File: config.mk
export PLATFORM = sky130hd
export DESIGN_NAME = float_to_half_convert_unit
export DESIGN_NICKNAME = d
export VERILOG_FILES = /design/src/rtl/core/f2h_pkg.sv /design/src/rtl/core/f2h_front.sv /design/src/rtl/core/f2h_queue.sv /design/src/rtl/core/f2h_back.sv /design/src/rtl/core/float_to_half_convert_unit.sv
export SDC_FILE = /design/constraint.sdc
export NUM_CORES = 1
export LEC_CHECK = 0
export BUFFER_PORTS_ARGS = -buffer_cell sky130_fd_sc_hd__buf_4
export CORE_AREA = 4 4 232 234
export CTS_BUF_LIST = sky130_fd_sc_hd__clkbuf_2
export DETAILED_ROUTE_END_ITERATION = 6
export DIE_AREA = 0 0 236 238
export GPL_ROUTABILITY_DRIVEN = 0
export PLACE_DENSITY = 0.61
export SETUP_SLACK_MARGIN = 0.2
export SYNTH_ARGS = -nofsm -noshare
export SYNTH_HDL_FRONTEND = slang
export SYNTH_SLANG_ARGS = --single-unit
File: constraint.sdc
create_clock -name clk_i -period 6.9 [get_ports clk_i]
set_input_delay 1.035 -clock clk_i [delete_from_list [all_inputs] [get_ports clk_i]]
set_output_delay 1.035 -clock clk_i [all_outputs]
set_load 0.01 [all_outputs]
File: src/rtl/core/f2h_pkg.sv
`default_nettype none
package f2h_pkg;

  typedef struct packed {
    logic        command;
    logic [63:0] source_bits;
    logic [2:0]  rounding_mode;
  } f2h_in_t;

  typedef struct packed {
    logic [15:0] half_bits;
    logic [4:0]  exception_flags;
  } f2h_out_t;

  typedef enum logic [2:0] {
    RM_RNE = 3'd0,
    RM_RTZ = 3'd1,
    RM_RDN = 3'd2,
    RM_RUP = 3'd3,
    RM_RMM = 3'd4
  } f2h_rm_e;

  typedef enum logic [1:0] {
    CL_NAN  = 2'd0,
    CL_INF  = 2'd1,
    CL_ZERO = 2'd2,
    CL_FIN  = 2'd3
  } f2h_class_e;

  localparam logic [4:0] FLAG_NV = 5'b10000;
  localparam logic [4:0] FLAG_OF = 5'b00100;
  localparam logic [4:0] FLAG_UF = 5'b00010;
  localparam logic [4:0] FLAG_NX = 5'b00001;

  // Classified word: the significand is not yet normalized; lz counts its
  // leading zeros so the back end can align it.
  typedef struct packed {
    f2h_class_e  cls;
    logic        sign;
    logic        snan;
    f2h_rm_e     rm;
    logic [12:0] exp_b;   // signed unbiased exponent of bit 63 of sig
    logic [63:0] sig;
  } f2h_cls_t;

endpackage
`default_nettype wire

File: src/rtl/core/f2h_front.sv
`default_nettype none
module f2h_front
  import f2h_pkg::*;
(
  input  wire f2h_in_t  in_i,
  output f2h_cls_t      cls_o
);
  logic        dbl;
  logic [10:0] expf;
  logic [51:0] frac;
  logic        emax;
  logic [63:0] m;
  logic [12:0] e0;

  always_comb begin
    dbl = in_i.command;
    if (dbl) begin
      expf = in_i.source_bits[62:52];
      frac = in_i.source_bits[51:0];
      emax = &in_i.source_bits[62:52];
      cls_o.sign = in_i.source_bits[63];
      cls_o.snan = ~in_i.source_bits[51];
      m = {11'd0, expf != 11'd0, frac};
      // bit 63 weight: max(e,1) - 1023 - 52 + 63
      e0 = 13'(expf == 11'd0 ? 1 : expf) - 13'd1012;
    end else begin
      expf = {3'd0, in_i.source_bits[30:23]};
      frac = {29'd0, in_i.source_bits[22:0]};
      emax = &in_i.source_bits[30:23];
      cls_o.sign = in_i.source_bits[31];
      cls_o.snan = ~in_i.source_bits[22];
      m = {40'd0, expf != 11'd0, frac[22:0]};
      e0 = 13'(expf == 11'd0 ? 1 : expf) - 13'd87;
    end
    if (emax) cls_o.cls = (frac != 52'd0) ? CL_NAN : CL_INF;
    else if (expf == 11'd0 && frac == 52'd0) cls_o.cls = CL_ZERO;
    else cls_o.cls = CL_FIN;
    cls_o.rm = (in_i.rounding_mode > 3'd4) ? RM_RNE : f2h_rm_e'(in_i.rounding_mode);
    cls_o.exp_b = e0;
    cls_o.sig = m;
  end
endmodule
`default_nettype wire

File: src/rtl/core/f2h_queue.sv
`default_nettype none
module f2h_queue
  import f2h_pkg::*;
(
  input  wire           clk_i,
  input  wire           rst_ni,
  input  wire           push_i,
  input  wire f2h_cls_t data_i,
  output logic          full_o,
  input  wire           pop_i,
  output logic          empty_o,
  output f2h_cls_t      data_o
);
  f2h_cls_t  mem_q [2];
  logic      wp_q, rp_q;
  logic [1:0] cnt_q;

  assign full_o  = cnt_q == 2'd2;
  assign empty_o = cnt_q == 2'd0;
  assign data_o  = mem_q[rp_q];

  always_ff @(posedge clk_i) begin
    if (push_i && !full_o) mem_q[wp_q] <= data_i;
  end

  always_ff @(posedge clk_i or negedge rst_ni) begin
    if (!rst_ni) begin
      wp_q <= 1'b0; rp_q <= 1'b0; cnt_q <= 2'd0;
    end else begin
      if (push_i && !full_o) wp_q <= ~wp_q;
      if (pop_i && !empty_o) rp_q <= ~rp_q;
      cnt_q <= cnt_q + 2'((push_i && !full_o) ? 1 : 0) - 2'((pop_i && !empty_o) ? 1 : 0);
    end
  end
endmodule
`default_nettype wire

File: src/rtl/core/f2h_back.sv
`default_nettype none
module f2h_back
  import f2h_pkg::*;
(
  input  wire           clk_i,
  input  wire           rst_ni,
  input  wire           valid_i,
  input  wire f2h_cls_t cls_i,
  output logic          ready_o,
  output logic          empty_o,
  input  wire           pop_i,
  output f2h_out_t      out_o
);
  // Stage A: normalize. Stage B: round and pack into the output register.
  logic        a_vld_q;
  f2h_cls_t    a_q;
  f2h_cls_t    a_d;
  logic        o_vld_q;
  f2h_out_t    o_q;
  logic        a_adv, o_adv;

  logic [5:0]  lz;
  logic [63:0] norm;

  assign o_adv   = !o_vld_q || (pop_i && o_vld_q);
  assign a_adv   = !a_vld_q || o_adv;
  assign ready_o = a_adv;
  assign empty_o = !o_vld_q;
  assign out_o   = o_q;

  always_comb begin
    lz = 6'd0;
    for (int i = 0; i < 64; i++) begin
      if (cls_i.sig[i]) lz = 6'(63 - i);
    end
    norm = cls_i.sig << lz;
    a_d = cls_i;
    a_d.sig = norm;
    a_d.exp_b = cls_i.exp_b - 13'(lz);
  end

  always_ff @(posedge clk_i) begin
    if (a_adv && valid_i) a_q <= a_d;
  end

  function automatic logic rinc(f2h_rm_e rm, logic sign, logic lsb, logic rb, logic st);
    case (rm)
      RM_RTZ:  return 1'b0;
      RM_RDN:  return (rb | st) & sign;
      RM_RUP:  return (rb | st) & ~sign;
      RM_RMM:  return rb;
      default: return rb & (st | lsb);
    endcase
  endfunction

  function automatic logic [15:0] ovf(f2h_rm_e rm, logic sign);
    case (rm)
      RM_RTZ:  return {sign, 15'h7BFF};
      RM_RDN:  return sign ? 16'hFC00 : 16'h7BFF;
      RM_RUP:  return sign ? 16'hFBFF : 16'h7C00;
      default: return {sign, 15'h7C00};
    endcase
  endfunction

  // e is exponent of leading one; sig[63] is the leading one.
  logic signed [12:0] e;
  logic [11:0] kn;
  logic        ln;
  logic [6:0]  sh;
  logic [63:0] dm;
  logic [11:0] ks;
  logic        rbs, sts, ls;
  logic [15:0] res;
  logic [4:0]  flg;

  always_comb begin
    e   = signed'(a_q.exp_b);
    kn  = {1'b0, a_q.sig[63:53]} +
          12'(rinc(a_q.rm, a_q.sign, a_q.sig[53], a_q.sig[52], |a_q.sig[51:0]));
    ln  = |a_q.sig[52:0];
    // subnormal: shift further by (-14 - e), capped
    sh  = (e < -13'sd80) ? 7'd80 : 7'(-13'sd14 - e);
    dm  = (sh >= 7'd64) ? 64'd0 : (a_q.sig >> sh);
    ks  = {1'b0, dm[63:53]};
    rbs = (sh >= 7'd64) ? 1'b0 : dm[52];
    sts = (sh >= 7'd64) ? |a_q.sig
                        : (|dm[51:0] || ((a_q.sig << (7'd64 - sh)) != 64'd0));
    ls  = rbs | sts;
    ks  = ks + 12'(rinc(a_q.rm, a_q.sign, dm[53], rbs, sts));
    res = 16'd0;
    flg = 5'd0;
    unique case (a_q.cls)
      CL_NAN:  begin res = 16'h7E00; flg = a_q.snan ? FLAG_NV : 5'd0; end
      CL_INF:  res = {a_q.sign, 15'h7C00};
      CL_ZERO: res = {a_q.sign, 15'd0};
      default: begin
        if (e >= 13'sd16 || (e == 13'sd15 && kn == 12'd2048)) begin
          res = ovf(a_q.rm, a_q.sign);
          flg = FLAG_OF | FLAG_NX;
        end else if (e >= -13'sd14) begin
          res = (kn == 12'd2048) ? {a_q.sign, 5'(e + 13'sd16), 10'd0}
                                 : {a_q.sign, 5'(e + 13'sd15), kn[9:0]};
          flg = ln ? FLAG_NX : 5'd0;
        end else begin
          res = {a_q.sign, 4'd0, ks[10:0]};
          if (ls) flg = FLAG_NX |
                        (((e < -13'sd15) || kn != 12'd2048) ? FLAG_UF : 5'd0);
        end
      end
    endcase
  end

  always_ff @(posedge clk_i) begin
    if (o_adv && a_vld_q) o_q <= '{half_bits: res, exception_flags: flg};
  end

  always_ff @(posedge clk_i or negedge rst_ni) begin
    if (!rst_ni) begin
      a_vld_q <= 1'b0; o_vld_q <= 1'b0;
    end else begin
      if (a_adv) a_vld_q <= valid_i;
      if (o_adv) o_vld_q <= a_vld_q;
    end
  end
endmodule
`default_nettype wire

File: src/rtl/core/float_to_half_convert_unit.sv
`default_nettype none
// Binary32/binary64 to binary16 converter.
// Input channel: drive push with a word on in_i (command, source_bits,
// rounding_mode); the word is taken at a clock edge where push is high
// and full is low.
// Result channel: while empty is low, out_o holds the oldest result
// (half_bits, exception_flags); assert pop to take it.
// The front decodes and classifies each word in the accept cycle and
// writes it to a two-entry queue. The back normalizes in one stage and
// rounds and packs into the output register in a second.
// A pushed word is registered in the queue, then in the normalize stage,
// then in the output register. Throughput: one word per cycle when pop keeps up.
// If the receiver stalls, the back pipeline holds, the queue fills and
// full rises after at most four words are in flight; no word is lost.
// Reset (rst_ni low, asynchronous) empties the queue and the pipeline;
// full is low and empty high right after.
module float_to_half_convert_unit
  import f2h_pkg::*;
(
  input  wire           clk_i,
  input  wire           rst_ni,
  input  wire           push,
  output logic          full,
  input  wire f2h_in_t  in_i,
  output logic          empty,
  input  wire           pop,
  output f2h_out_t      out_o
);
  f2h_cls_t cls_d, cls_q;
  logic     q_empty, b_ready;

  f2h_front u_front (.in_i(in_i), .cls_o(cls_d));

  f2h_queue u_queue (
    .clk_i(clk_i), .rst_ni(rst_ni),
    .push_i(push), .data_i(cls_d), .full_o(full),
    .pop_i(b_ready), .empty_o(q_empty), .data_o(cls_q)
  );

  f2h_back u_back (
    .clk_i(clk_i), .rst_ni(rst_ni),
    .valid_i(!q_empty), .cls_i(cls_q), .ready_o(b_ready),
    .empty_o(empty), .pop_i(pop), .out_o(out_o)
  );
endmodule
`default_nettype wire

==> implementation parameters, run 1 <==
Parameter                              Value

Detailed routing
  Total Routed Length    89140 um
  Wire length per cell    25.88 um
  DRC violations left    3
  Initial detailed-routing violation count    3468
  Number of detailed-route iterations in the first pass    7
  Via count of the routed design    24.04k
  Average via count per standard cell    6.980
  Final antenna-violating net count    0

Yosys
  Cell with the most instances after synthesis    sky130_fd_sc_hd__edfxtp_1
  Number of storage elements in the synthesis netlist    256
  Ys async rst share    2.344%
  Most frequent cells after synthesis    250 x sky130_fd_sc_hd__edfxtp_1, 227 x sky130_fd_sc_hd__nor2_1, 201 x sky130_fd_sc_hd__nand2_1
  Total of warnings raised by yosys    0
  Portion of synthesized cell area occupied by the leading cell type    32.59%
  Post-synthesis instance area    0.02303 mm^2
  Main synth FF type    sky130_fd_sc_hd__edfxtp_1
  Sequential-to-total area share from yosys stat    33.24%
  Largest area contributor in the netlist    sky130_fd_sc_hd__edfxtp_1
  Most area-consuming cells after synthesis    sky130_fd_sc_hd__edfxtp_1 33%, sky130_fd_sc_hd__mux2i_1 4.0%, sky130_fd_sc_hd__o21ai_0 3.7%, sky130_fd_sc_hd__nor2_1 3.7%, sky130_fd_sc_hd__a21oi_1 3.7%
  Number of enable flip-flop cells after synthesis    250
  Syn Area/Cell    8.598 um^2
  Synthesized instance count    2679
  Distinct cells, synth    116

Worst hold path
  Hold WC Path Type    input port to flop

Worst setup path
  Slowest cell on crit path    sky130_fd_sc_hd__xnor2_1
  Crit path launch type    flop
  Crit path max fanout    78
  Critical path required time    7.57 ns
  Most frequent cell on the critical path    sky130_fd_sc_hd__nand2_1
  Reg2reg setup slack    0.47 ns
  Kind of critical path    flop to flop
  Cell breakdown of the critical path    buf_4 -> a21oi_1 -> nand2b_1 -> nand2_1 -> xnor2_1 -> xnor2_1 -> nand2_1 -> nand2_1 -> o21ai_0 -> o2111ai_1 -> a21oi_1 -> a211oi_2 -> o31ai_1 -> ha_1 -> ha_1 -> and3_1 -> and3_1 -> nand2_1 -> a32o_1 -> a32oi_1 -> o221ai_1
  Signal arrival time at the worst endpoint    7.10 ns
  Max incr delay on CP    0.72 ns
  Crit path capture type    flop

Finish
  Signed area change from the synthesized netlist to the final layout    8.648%
  Total area of sequential cells    0.007661 mm^2
  Number of nets in the layout    2795
  Post-layout instance count excluding filler cells    3444
  Area of the multi-input gates    0.01427 mm^2
  Layout Cell Area excl Fill    0.02503 mm^2
  Post-route core utilization    48.10%
  Share of cells above drive strength 1    16.55%
  Layout filler cell count    5043

Floorplanning
  I/O Pins    95
  Height of the chip    238 um
  Die X    236 um
  Starting density of the core    44.27%
  Area of the core    0.05202 mm^2
  Die Area    0.05617 mm^2
  Number of cell rows    84

Global route
  Number of global-route vias before repair    22.85k
  Pin count of the biggest net entering global routing    90
  Initial antenna violation count    2
  Overall overflow remaining after global route    0
  Total GRT Usage    30.36%
  Wire length of the first global-routing pass    135900 um

STA
  Slew at the pin closest to its max-slew limit    1.215 ns
  Final Max Tran Viols    0
  Max-slew headroom    18.12%
  Achievable Freq    155.4 MHz
  Final clock period utilization by the worst path    93.25%
  Hold Fails Final Rpt    0
  Worst clock skew    0.1099 ns
  Minimum clock period    6.434 ns
  Setup repair after global routing missed its margin    no
  Setup_tns    0 ns
  Final number of setup-violating endpoints    0

Clock network
  Depth of the CTS H-tree    3
  Number of buffers between clock root and the deepest sink    3
  Clock Pin Slew Worst Setup and Hold Paths    0.12 ns
  Clk root buf    sky130_fd_sc_hd__clkbuf_2
  Postcts setup bufs    0
  Worst-Skew Late Latency    0.99 ns
  Clock tree from TritonCTS    done
  Clock sinks    256
  Number of buffers added by the clock tree synthesis step    66

Placement
  Cell area after placement    0.02426 mm^2
  Half-perimeter wire length after detailed placement    65010 um
  Number of placed instances, taps included    3321
  Buffers added on ports    93

Flow run
  Number of maximum-capacitance constraint violations    0

Outcome
  Violated checks    design-rule violations
  Result of the run    complete, but fails checks
[layout make-up]
type	count	share of cell area [%]
antenna	1	0.009999
clock buffer	91	1.820
multi-input combinational	2153	57.02
clock inverter	30	1.040
sequential	256	30.61
inverter	58	0.8700
tap	688	3.440
timing repair buffer	167	5.185
[timing repair]
item                                   in CTS  in global routing
setup endpoints to repair                   0                  1
hold buffers                                1                  0
endpoints found under the hold margin       6                  0
gates resized for setup                     0                  5
[critical path, delay by kind of cell, from the launching register on]
family | cells | cell delay, ns
xor+xnor | 2 | 0.91
compound gates | 9 | 2.45
buf+inv | 1 | 0.70
flops | 1 | 0.46
simple gates | 7 | 1.19
fa+ha+maj | 2 | 0.41
[per-stage QoR]
step	setup slack, ns	hold slack [ns]
final	0.4660	0.2724
after global routing	0.2043	0.1540
after global placement	0.6200	0.4849
after floorplan	0.2030	0.4491
after detailed placement	0.5019	0.4982
after CTS	0.4744	0.1130
[registers in the layout, summed over array words and instances (netlist names)]
signal / cells
u_back.a_vld_q: 1
u_queue.rp_q: 1
u_back.o_vld_q: 1
u_back.out_o: 20
u_queue.mem_q: 146
u_queue.cnt_q: 2
u_queue.wp_q: 1
u_back.e: 13
u_back.a_q: 71
[kinds of logic after synthesis]
| family | after synthesis | share of synthesized area, % |
|---|---|---|
| multiplexers | 185 | 9.523 |
| buffers and inverters | 281 | 5.454 |
| AO/OA/AOI/OAI | 915 | 27.50 |
| AND/OR/NAND/NOR | 964 | 20.96 |
| flip-flops | 256 | 33.24 |
| other | 1 | 0.01628 |
| XOR/XNOR | 56 | 2.129 |
| adder cells (fa/ha/maj) | 21 | 1.173 |
[routing by layer]
metal  vias up  share of wire [%]  track usage, %
met5         -              0.046               0
met4         2                6.8           17.57
met3       446                 12           8.460
met2      1835                 43           45.74
met1     11210                 39           39.32
li1      10550                  -               -
[worst paths after layout]
| path | to | cells after the start | start |
|---|---|---|---|
| max | u_back.out_o[15] | 21 | u_back.e[0] |
| min | u_queue.mem_q[1][13] | 1 | in_i[16] |
| max reg2reg | u_back.out_o[15] | 21 | u_back.e[0] |
| min reg2reg | u_queue.cnt_q[1] | 1 | u_queue.cnt_q[1] |
| max in group asynchronous | u_queue.rp_q | 2 | rst_ni |
| min in group asynchronous | u_queue.wp_q | 2 | rst_ni |
[layout by cell type, fill, tap and decap left out, types with 26 or more instances in the layout]
master and n:
sky130_fd_sc_hd__buf_4 162, sky130_fd_sc_hd__and3_1 26, sky130_fd_sc_hd__xnor2_1 35, sky130_fd_sc_hd__nor3_1 127, sky130_fd_sc_hd__nor2_1 223, sky130_fd_sc_hd__nand3_1 97
sky130_fd_sc_hd__mux2i_1 91, sky130_fd_sc_hd__a221oi_1 26, sky130_fd_sc_hd__a31oi_1 35, sky130_fd_sc_hd__o21ai_0 171, sky130_fd_sc_hd__mux2_2 71, sky130_fd_sc_hd__nor4_1 54
sky130_fd_sc_hd__a22oi_1 31, sky130_fd_sc_hd__a211oi_1 60, sky130_fd_sc_hd__nand2_1 200, sky130_fd_sc_hd__clkbuf_2 91, sky130_fd_sc_hd__o22ai_1 84, sky130_fd_sc_hd__a21oi_1 167
sky130_fd_sc_hd__edfxtp_1 250, sky130_fd_sc_hd__o221ai_1 32, sky130_fd_sc_hd__nand4_1 31, sky130_fd_sc_hd__o211ai_1 36, sky130_fd_sc_hd__and2_1 52, sky130_fd_sc_hd__inv_1 52
Power of run 1 is not shown: default switching activity piles up to over one toggle a cycle in this logic, so the estimate is an artifact.
==> run 2: changes to the inputs <==
Settings changed: ABC_AREA from default to 1, CAP_MARGIN from default to 20, CORE_AREA 4 4 232 234 to 4 4 231 211, DIE_AREA 0 0 236 238 to 0 0 235 215.
==> implementation parameters, run 2 <==
Parameter                              Value

Worst hold path
  Hold WC Path Type    input port to flop
  Start point of the worst min-delay path    in_i[3]
  Hold-critical path depth    1 (unchanged)
  Worst-case hold path end point    u_queue.mem_q[0][0]

STA
  Hold Fails Final Rpt    0 (unchanged)
  Max-slew headroom    30.91% (+13 points)
  Minimum clock period    6.140 ns (-0.2939 ns)
  Worst clock skew    0.1251 ns (+0.01523 ns)
  Setup_tns    0 ns (unchanged)
  Final clock period utilization by the worst path    88.99% (-4.3 points)
  Slew at the pin closest to its max-slew limit    1.036 ns (-0.1789 ns)
  Setup repair after global routing missed its margin    no
  Final Max Tran Viols    0 (unchanged)
  Final number of setup-violating endpoints    0 (unchanged)
  Achievable Freq    162.9 MHz (+4.8%)

Clock network
  Depth of the CTS H-tree    3 (unchanged)
  Clock Pin Slew Worst Setup and Hold Paths    0.10 ns (-0.02 ns)
  Number of buffers between clock root and the deepest sink    3 (unchanged)
  Number of buffers added by the clock tree synthesis step    70 (+6.1%)
  Clock tree from TritonCTS    done
  Worst-Skew Late Latency    1.00 ns (about the same)
  Clock sinks    256 (unchanged)
  Clk root buf    sky130_fd_sc_hd__clkbuf_2

Finish
  Signed area change from the synthesized netlist to the final layout    9.717%
  Leading cell type in the layout, fill and taps excluded    sky130_fd_sc_hd__nand2_1
  Commonest non-fill, non-tap cells in the layout    761 x sky130_fd_sc_hd__nand2_1, 507 x sky130_fd_sc_hd__nand3_1, 331 x sky130_fd_sc_hd__o21ai_0
  Reg with most FFs    u_queue.mem_q
  Share of cells above drive strength 1    11.62% (-4.9 points)
  Number of flip-flops under the largest register name    146 (unchanged)
  Number of nets in the layout    3152 (+13%)

Outcome
  Result of the run    finished clean

Detailed routing
  Wire length per cell    17.53 um (-32%)
  Total Routed Length    65250 um (-27%)
  Average via count per standard cell    5.654 (-19%)
  Final antenna-violating net count    0 (unchanged)
  Via count of the routed design    21.05k (-12%)
  DRC violations left    0 (-3)
  Number of detailed-route iterations in the first pass    6 (-1)
  Initial detailed-routing violation count    2537 (-27%)

Yosys
  Portion of synthesized cell area occupied by the leading cell type    36.39% (+3.8 points)
  Number of enable flip-flop cells after synthesis    250 (unchanged)
  Cell with the most instances after synthesis    sky130_fd_sc_hd__nand2_1
  Synthesized instance count    2997 (+12%)
  Sequential-to-total area share from yosys stat    37.12% (+3.9 points)
  Largest area contributor in the netlist    sky130_fd_sc_hd__edfxtp_1
  Main synth FF type    sky130_fd_sc_hd__edfxtp_1
  Distinct cells, synth    60 (-48%)
  Number of storage elements in the synthesis netlist    256 (unchanged)
  Syn Area/Cell    6.883 um^2 (-20%)
  Post-synthesis instance area    0.02063 mm^2 (-10%)
  Ys async rst share    2.344% (unchanged)
  Most area-consuming cells after synthesis    sky130_fd_sc_hd__edfxtp_1 36%, sky130_fd_sc_hd__nand2_1 14%, sky130_fd_sc_hd__nand3_1 12%, sky130_fd_sc_hd__o21ai_0 8.1%, sky130_fd_sc_hd__inv_1 5.7%
  Total of warnings raised by yosys    0 (unchanged)
  Most frequent cells after synthesis    762 x sky130_fd_sc_hd__nand2_1, 507 x sky130_fd_sc_hd__nand3_1, 335 x sky130_fd_sc_hd__o21ai_0

Worst setup path
  Most frequent cell on the critical path    sky130_fd_sc_hd__nand2_1
  Reg2reg setup slack    0.76 ns (+0.29 ns)
  Critical path required time    7.59 ns (+0.02 ns)
  Crit path launch type    flop
  Kind of critical path    flop to flop
  Crit Reg-Reg Startpoint    u_back.e[12]
  Crit path max fanout    84 (+7.7%)
  Worst reg2reg path depth    42 (+100%)
  Max incr delay on CP    0.60 ns (-0.12 ns)
  Slowest cell on crit path    sky130_fd_sc_hd__a211oi_1
  Signal arrival time at the worst endpoint    6.83 ns (-0.27 ns)
  R2R Path End    u_back.out_o[15]
  Crit path capture type    flop

Floorplanning
  Starting density of the core    44.59% (+0.32 points)
  Area of the core    0.04626 mm^2 (-11%)
  Die X    235 um (-0.42%)
  Number of cell rows    75 (-11%)
  I/O Pins    95 (unchanged)
  Die Area    0.05053 mm^2 (-10%)
  Height of the chip    215 um (-9.7%)

Placement
  Buffers added on ports    93 (unchanged)
  Half-perimeter wire length after detailed placement    50290 um (-23%)

Global route
  Pin count of the biggest net entering global routing    85 (-5.6%)
  Initial antenna violation count    4 (+2)
  Total GRT Usage    25.22% (-5.1 points)
  Overall overflow remaining after global route    0 (unchanged)
  Wire length of the first global-routing pass    104100 um (-23%)
  Number of global-route vias before repair    19.86k (-13%)

Flow run
  Number of maximum-capacitance constraint violations    0 (unchanged)
run 2: changes by cell type after synthesis, sizes merged, moves of 80 or more:
cell,before,now
a21oi,173,39
inv,57,322
nand2,204,767
nand3,97,507
nor3,128,33
o21ai,185,357
o22ai,85,5
run 2: cell families (layout without fill, tap and decap cells):
kind of cell / count (synthesis) / in the layout / synth area share, %
AOI/OAI and AO/OA: 486 / 486 / 13.11
xor gates and xnor gates: 34 / 34 / 1.444
adders and majority gates: 21 / 21 / 1.310
buffers and inverters: 483 / 581 / 9.116
DFF: 256 / 256 / 37.12
muxes: 36 / 36 / 1.747
other: 1 / 13 / 0.01818
and+or+nand+nor: 1680 / 1680 / 36.14
run 2: routing by layer:
layer	vias to the layer above	wire length (um)	GRT usage (%)
li1	10330	-	-
met1	9623	29440	35.53
met2	943	27960	38.46
met3	154	5630	5.525
met4	0	2222	8.978
met5	-	0	0
run 2: how the worst max path moves through the flow:
stage                 start                to  slack [ns]
4_1_cts        u_queue.rp_q      u_back.e[12]        0.68
3_3_place_gp   u_queue.rp_q      u_back.e[12]        0.68
3_5_place_dp   u_queue.rp_q      u_back.e[12]        0.69
2_1_floorplan  u_back.e[12]  u_back.out_o[15]        0.60
5_1_grt        u_queue.rp_q    u_back.a_q[55]        0.20
6_report       u_back.e[12]  u_back.out_o[15]        0.76
run 2: per-stage QoR:
step	setup slack [ns]	util, %	area, um^2	hold WS (ns)	cells
after floorplan	0.5955	-	20670	0.4532	3008
after global placement	0.6772	47.24	21860	0.4919	3598
after detailed placement	0.6924	47.24	21860	0.4978	3598
after CTS	0.6850	48.71	22530	0.1432	3718
after global routing	0.1961	48.92	22630	0.1762	3723
final	0.7599	48.92	22630	0.2644	3723
run 2: worst max-delay path, delay by kind of cell (launching register included):
| family | cells | cell delay [ns] |
|---|---|---|
| compound gates | 9 | 1.73 |
| buf+inv | 6 | 0.81 |
| xor+xnor | 1 | 0.06 |
| flops | 1 | 0.45 |
| simple gates | 24 | 2.39 |
| fa+ha+maj | 2 | 0.37 |
run 2: layout make-up:
class / count / area (um^2)
Fill cell: 4681 / 23630
Multi-Input combinational cell: 2269 / 11230
Sequential cell: 256 / 7661
Inverter: 325 / 1226
Timing Repair Buffer: 137 / 1074
Tap cell: 616 / 770.7
Clock buffer: 93 / 465.4
Clock inverter: 26 / 202.7
Antenna cell: 1 / 2.502
run 2: timing repair:
item,4_1_cts,5_1_grt
hold endpoints to repair,6,0
gates resized for setup,0,23
hold buffers,1,0
setup endpoints to repair,0,67
setup buffers,0,4
Power of run 2 is left out for the same reason.
